### src/rtl/core/frs_pkg.sv
// Shared constants, register indexes and control structs of the frame rate smoother.
package frs_pkg;

  localparam int STAMP_W    = 32;
  localparam int TPS_W      = 32;
  localparam int RATE_W     = 20;
  localparam int FRAC_W     = 8;
  localparam int SHOWN_W    = 12;
  localparam int CFG_IDX_W  = 3;
  localparam int CFG_DATA_W = 32;

  localparam int DVD_W  = TPS_W + 8;
  localparam int DVR_W  = STAMP_W;
  localparam int STEP_W = $clog2(DVD_W + 1);

  localparam int HISTORY_DEPTH_DEF = 10;

  localparam logic [RATE_W-1:0] RATE_MAX = '1;

  localparam logic [TPS_W-1:0]  TPS_RST        = 32'd1000000;
  localparam logic [RATE_W-1:0] START_RATE_RST = 20'd7680;
  localparam logic [FRAC_W-1:0] SPIKE_FRAC_RST = 8'd13;
  localparam logic [RATE_W-1:0] JUMP_LIMIT_RST = 20'd1024;
  localparam logic [RATE_W-1:0] DIFF_CAP_RST   = 20'd1280;
  localparam logic [FRAC_W-1:0] DIFF_FRAC_RST  = 8'd13;

  localparam logic [CFG_IDX_W-1:0] CFG_TPS        = 3'd0;
  localparam logic [CFG_IDX_W-1:0] CFG_START_RATE = 3'd1;
  localparam logic [CFG_IDX_W-1:0] CFG_SPIKE_FRAC = 3'd2;
  localparam logic [CFG_IDX_W-1:0] CFG_JUMP_LIMIT = 3'd3;
  localparam logic [CFG_IDX_W-1:0] CFG_DIFF_CAP   = 3'd4;
  localparam logic [CFG_IDX_W-1:0] CFG_DIFF_FRAC  = 3'd5;

  typedef struct packed {
    logic              start;
    logic [DVD_W-1:0]  dividend;
    logic [DVR_W-1:0]  divisor;
    logic [STEP_W-1:0] steps;
  } div_req_t;

  typedef struct packed {
    logic              busy;
    logic              done;
    logic              ovf;
    logic [RATE_W-1:0] quotient;
  } div_rsp_t;

  typedef struct packed {
    logic              commit;
    logic [RATE_W-1:0] rate;
  } hist_cmd_t;

  typedef struct packed {
    logic [RATE_W-1:0] h1;
    logic [RATE_W-1:0] h2;
  } hist_st_t;

endpackage

### src/rtl/core/frs_hist.sv
// Rate history ring with running sum and the two newest entries.
module frs_hist
  import frs_pkg::*;
#(
  parameter int DEPTH = HISTORY_DEPTH_DEF,
  localparam int SUM_W = RATE_W + $clog2(DEPTH)
) (
  input  logic             clk,
  input  logic             rst_n,
  input  hist_cmd_t        cmd,
  output hist_st_t         st,
  output logic [SUM_W-1:0] sum
);

  localparam int IDX_W = $clog2(DEPTH);

  logic [RATE_W-1:0] mem_r [DEPTH];
  logic [RATE_W-1:0] rd_r;
  logic [IDX_W-1:0]  head_r;
  logic              full_r;
  logic [SUM_W-1:0]  sum_r;
  logic [RATE_W-1:0] h1_r;
  logic [RATE_W-1:0] h2_r;
  logic [RATE_W-1:0] oldest;

  assign oldest = full_r ? rd_r : '0;

  always_ff @(posedge clk) begin
    rd_r <= mem_r[head_r];
    if (cmd.commit) begin
      mem_r[head_r] <= cmd.rate;
    end
  end

  always_ff @(posedge clk) begin
    if (!rst_n) begin
      head_r <= '0;
      full_r <= 1'b0;
      sum_r  <= '0;
      h1_r   <= '0;
      h2_r   <= '0;
    end else if (cmd.commit) begin
      sum_r <= sum_r - SUM_W'(oldest) + SUM_W'(cmd.rate);
      h2_r  <= h1_r;
      h1_r  <= cmd.rate;
      if (head_r == IDX_W'(DEPTH - 1)) begin
        head_r <= '0;
        full_r <= 1'b1;
      end else begin
        head_r <= head_r + 1'b1;
      end
    end
  end

  assign st.h1 = h1_r;
  assign st.h2 = h2_r;
  assign sum   = sum_r;

endmodule
### config.mk
export PLATFORM = sky130hd
export DESIGN_NAME = frs_hist
export DESIGN_NICKNAME = d
export VERILOG_FILES = /design/src/rtl/core/frs_pkg.sv /design/src/rtl/core/frs_hist.sv
export SDC_FILE = /design/constraint.sdc
export NUM_CORES = 1
export LEC_CHECK = 0
export BUFFER_PORTS_ARGS = -buffer_cell sky130_fd_sc_hd__buf_2
export CAP_MARGIN = 20
export CELL_PAD_IN_SITES_DETAIL_PLACEMENT = 0
export CELL_PAD_IN_SITES_GLOBAL_PLACEMENT = 1
export CORE_MARGIN = 2
export CORE_UTILIZATION = 52
export CTS_BUF_LIST = sky130_fd_sc_hd__clkbuf_8
export DETAILED_ROUTE_END_ITERATION = 7
export GPL_TIMING_DRIVEN = 0
export MAX_ROUTING_LAYER = met4
export PLACE_DENSITY = 0.79
export SYNTH_ARGS = -nofsm -noshare
export SYNTH_HDL_FRONTEND = slang
export SYNTH_SLANG_ARGS = --single-unit
### constraint.sdc
create_clock -name clk -period 4.2 [get_ports clk]
set_clock_uncertainty 0.1 [all_clocks]
set_input_delay 0.63 -clock clk [delete_from_list [all_inputs] [get_ports clk]]
set_output_delay 0.63 -clock clk [all_outputs]
set_load 0.01 [all_outputs]
==> results.md <==
## Timing
* 3.32 ns — Min Clock Period, post-route
* 0 — final setup violation count
* 0.301 GHz — FMAX
* 0 — number of max-slew violations in the final report
* 0.342 ns — final hold slack
* false — setup repair after global routing missed its margin
* 0 — Final Hold Violating Endpoints
* 0.977 ns — actual slew at the worst max-slew pin
* 34.9% — slew margin rel.
* 79.0% — share of the cycle needed by the critical path after routing

## Clock tree
* 0 — post-cts sizing count
* 47 — clock buffer count from CTS
* 2 — CTS H-Tree Depth
* 289 — TritonCTS Sinks
* 0 — count of buffers added by post-CTS timing repair for setup
* 0.57 ns — Worst-Skew Late Latency
* built — CTS tree
* sky130_fd_sc_hd__clkbuf_8 — cell chosen for the clock root
* 0 — post-cts hold buffer count
* 3 — number of buffers on the longest clock path
* 0.06 ns — clock input transition at the sequential cells of the worst setup and hold paths

## Synthesis
* 53 — Cell variety after synth
* 12800 um2 — Cell Area, Synth
* 935 — instance count of the mapped netlist
* sky130_fd_sc_hd__edfxtp_1 — library cell with the largest summed area after synthesis
* sky130_fd_sc_hd__edfxtp_1, sky130_fd_sc_hd__dfxtp_1, sky130_fd_sc_hd__mux4_2 — leading cell types by total area after synthesis
* sky130_fd_sc_hd__edfxtp_1 — most frequent cell after synthesis
* 200 — number of enable flip-flop cells after synthesis
* 61.0% — share of synthesized area occupied by flip-flops and latches
* sky130_fd_sc_hd__edfxtp_1, sky130_fd_sc_hd__inv_1, sky130_fd_sc_hd__dfxtp_1 — top cells by instance count after synthesis
* 289 — number of synthesized register bits
* sky130_fd_sc_hd__edfxtp_1 — most frequently used flop master after synthesis
* 47.1% — portion of synthesized cell area occupied by the leading cell type
* 0 — Synth warnings
* 0% — share of flip-flops with an asynchronous set or reset after synthesis
* 13.6 um2 — per-instance average area after synthesis
* 1002 — synthesized net count

## GRT
* 14 — largest net degree at the start of global routing
* 44.9 mm — wire length of the first global-routing pass
* 7940 — number of global-route vias before repair
* 0 — final global-route overflow total
* 23.6% — Tot GR Track Use
* 0 — initial antenna violation count

## Setup path
* flip-flop — Worst Setup End Kind
* reg2reg — Worst Path Class, Setup
* 3.66 ns — critical path arrival
* flip-flop — crit path launch type
* 0.88 ns — slack of the worst reg-to-reg path
* full_r$_SDFFE_PN0P_ — source of the critical timing path
* 10 — crit-path max FO
* 4.54 ns — CP Data Required Time
* full_r$_SDFFE_PN0P_ — Critical R2R Launch

## Die
* 57 — # rows
* 25800 um2 — die footprint
* 52.8% — initial standard-cell utilization of the core
* 87 — number of primary I/O pins
* 24200 um2 — placeable core area
* 161 um — width of the chip
* 161 um — die span in y

## Power and ir drop
* 517 nW/um2 — power density of the placed cells
* 5.63 nW — Static Leakage
* 317 uV — worst vdd rail ir drop
* 2.41 mW — power dissipated by switching net loads
* 31.9% — switching power share of the total
* 43.8% — register share of total power
* 5.15 mW — total internal power
* 27.4% — share of power burned in combinational logic
* 28.8% — clock share of power

## Job
* 0 — Max-Cap Viols

## Route
* 561 — number of DRC markers after the initial detailed-route iteration
* 5 — detailed-router iteration count before antenna repair
* met4 — top routing layer in use
* 5.47 — routed vias/inst
* 7886 — total number of vias
* 13.7 mm — met2 wire length
* 0 — final antenna-violating net count
* 19.8 um — DR WL/cell
* 1.62 mm — total length of routed met3 wires
* 12.6 mm — wire length on met1
* 0 — residual DRC count
* 28.6 mm — drt total wl

## Placement
* 85 — Buffers on Ports
* 20.0 mm — DP HPWL
* 0.901 — routability congestion estimate from global placement
* 13800 um2 — instance area after placement

## Final layout
* 14.6% — area growth from synthesis to final layout
* 14600 um2 — final non-filler cell area
* 60.5% — post-layout util
* 20.2% — share of cells above drive strength 1
* 1148 — nets

## Run status
* completed — run status

## Worst hold path
* in2reg — kind of path behind the tightest hold check
* cmd[11] — Min-Delay Startpoint

==> path summary, 6_finish.rpt <==
kind | endpoint | cells past startpoint
worst min register to register | sum[15]$_SDFFE_PN0P_ | 2
worst min-delay path | mem_r[6][11]$_DFFE_PP_ | 1
worst max register to register | sum[22]$_SDFFE_PN0P_ | 12
worst max-delay path | sum[22]$_SDFFE_PN0P_ | 12
==> worst max-delay path, cell delays in order (launching register included) <==
cell and delay [ns]:
sky130_fd_sc_hd__dfxtp_1 0.35, sky130_fd_sc_hd__clkbuf_1 0.28, sky130_fd_sc_hd__and2_1 0.24, sky130_fd_sc_hd__fa_1 0.42, sky130_fd_sc_hd__inv_1 0.07, sky130_fd_sc_hd__ha_1 0.27
sky130_fd_sc_hd__a21o_1 0.18, sky130_fd_sc_hd__a21oi_1 0.31, sky130_fd_sc_hd__a21o_1 0.18, sky130_fd_sc_hd__nand3_1 0.18, sky130_fd_sc_hd__a41oi_1 0.34, sky130_fd_sc_hd__xor2_1 0.20
sky130_fd_sc_hd__o21ai_1 0.08
==> power by group through the flow <==
stage                     combinational [mW]  sequential (mW)  clock, mW
after floorplan                         1.48             3.39          0
after global placement                  2.04             3.38          0
after detailed placement                2.06             3.38          0
after CTS                               2.07             3.32       2.23
after global routing                    2.33             3.33       2.36
final                                   2.07             3.31       2.18
==> placed cells by master (no fill, tap or decap), types with 24 or more instances in the layout <==
| cell type | Yosys | routed |
|---|---|---|
| sky130_fd_sc_hd__edfxtp_1 | 200 | 200 |
| sky130_fd_sc_hd__inv_1 | 91 | 105 |
| sky130_fd_sc_hd__buf_2 | 11 | 96 |
| sky130_fd_sc_hd__dfxtp_1 | 89 | 89 |
| sky130_fd_sc_hd__mux2i_1 | 68 | 68 |
| sky130_fd_sc_hd__nor2b_1 | 54 | 54 |
| sky130_fd_sc_hd__a21oi_1 | 50 | 50 |
| sky130_fd_sc_hd__clkbuf_8 | 0 | 49 |
| sky130_fd_sc_hd__and2_1 | 43 | 43 |
| sky130_fd_sc_hd__mux4_2 | 40 | 40 |
| sky130_fd_sc_hd__clkbuf_1 | 35 | 35 |
| sky130_fd_sc_hd__nand2_1 | 29 | 29 |
| sky130_fd_sc_hd__ha_1 | 24 | 24 |
==> logic make-up after synthesis <==
group / after synthesis / share of synthesized area [%]
simple gates: 203 / 8.80
flops: 289 / 61.0
compound gates: 135 / 6.83
mux: 108 / 12.4
fa+ha+maj: 44 / 5.49
buf+inv: 141 / 4.43
xor+xnor: 15 / 1.03
==> area by class of cell <==
type / count / area (um2)
fill: 1953 / 9550
sequential: 289 / 7790
multi-input combinational: 505 / 4440
clock buffer: 49 / 674
timing repair buffer: 97 / 587
tap: 324 / 405
inverter: 91 / 342
buffer: 50 / 224
clock inverter: 36 / 160
antenna: 1 / 2.50
==> routing by layer <==
metal | vias to the layer above | GRT usage (%)
met2 | 271 | 37.5
met4 | 0 | 8.07
met3 | 49 | 3.74
li1 | 3689 | -
met5 | - | -
met1 | 3877 | 31.5
==> sequential cells by signal (all words and copies together), names as in the netlist <==
register and cells:
sum 24, h1_r 20, head_r 4, mem_r 200, h2_r 20, full_r 1
rd_r 20
==> through the flow <==
step / power (mW) / std cells / setup slack, ns / TNS (ns)
final: 7.56 / 1442 / 0.880 / 0
after global routing: 8.02 / 1441 / 0.665 / 0
after CTS: 7.62 / 1441 / 0.900 / 0
after detailed placement: 5.44 / 1356 / 0.556 / 0
after global placement: 5.42 / 1344 / -0.485 / -19.20
after floorplan: 4.88 / 935 / 0.958 / 0
No activity file was read; power rests on OpenSTA's default activity.
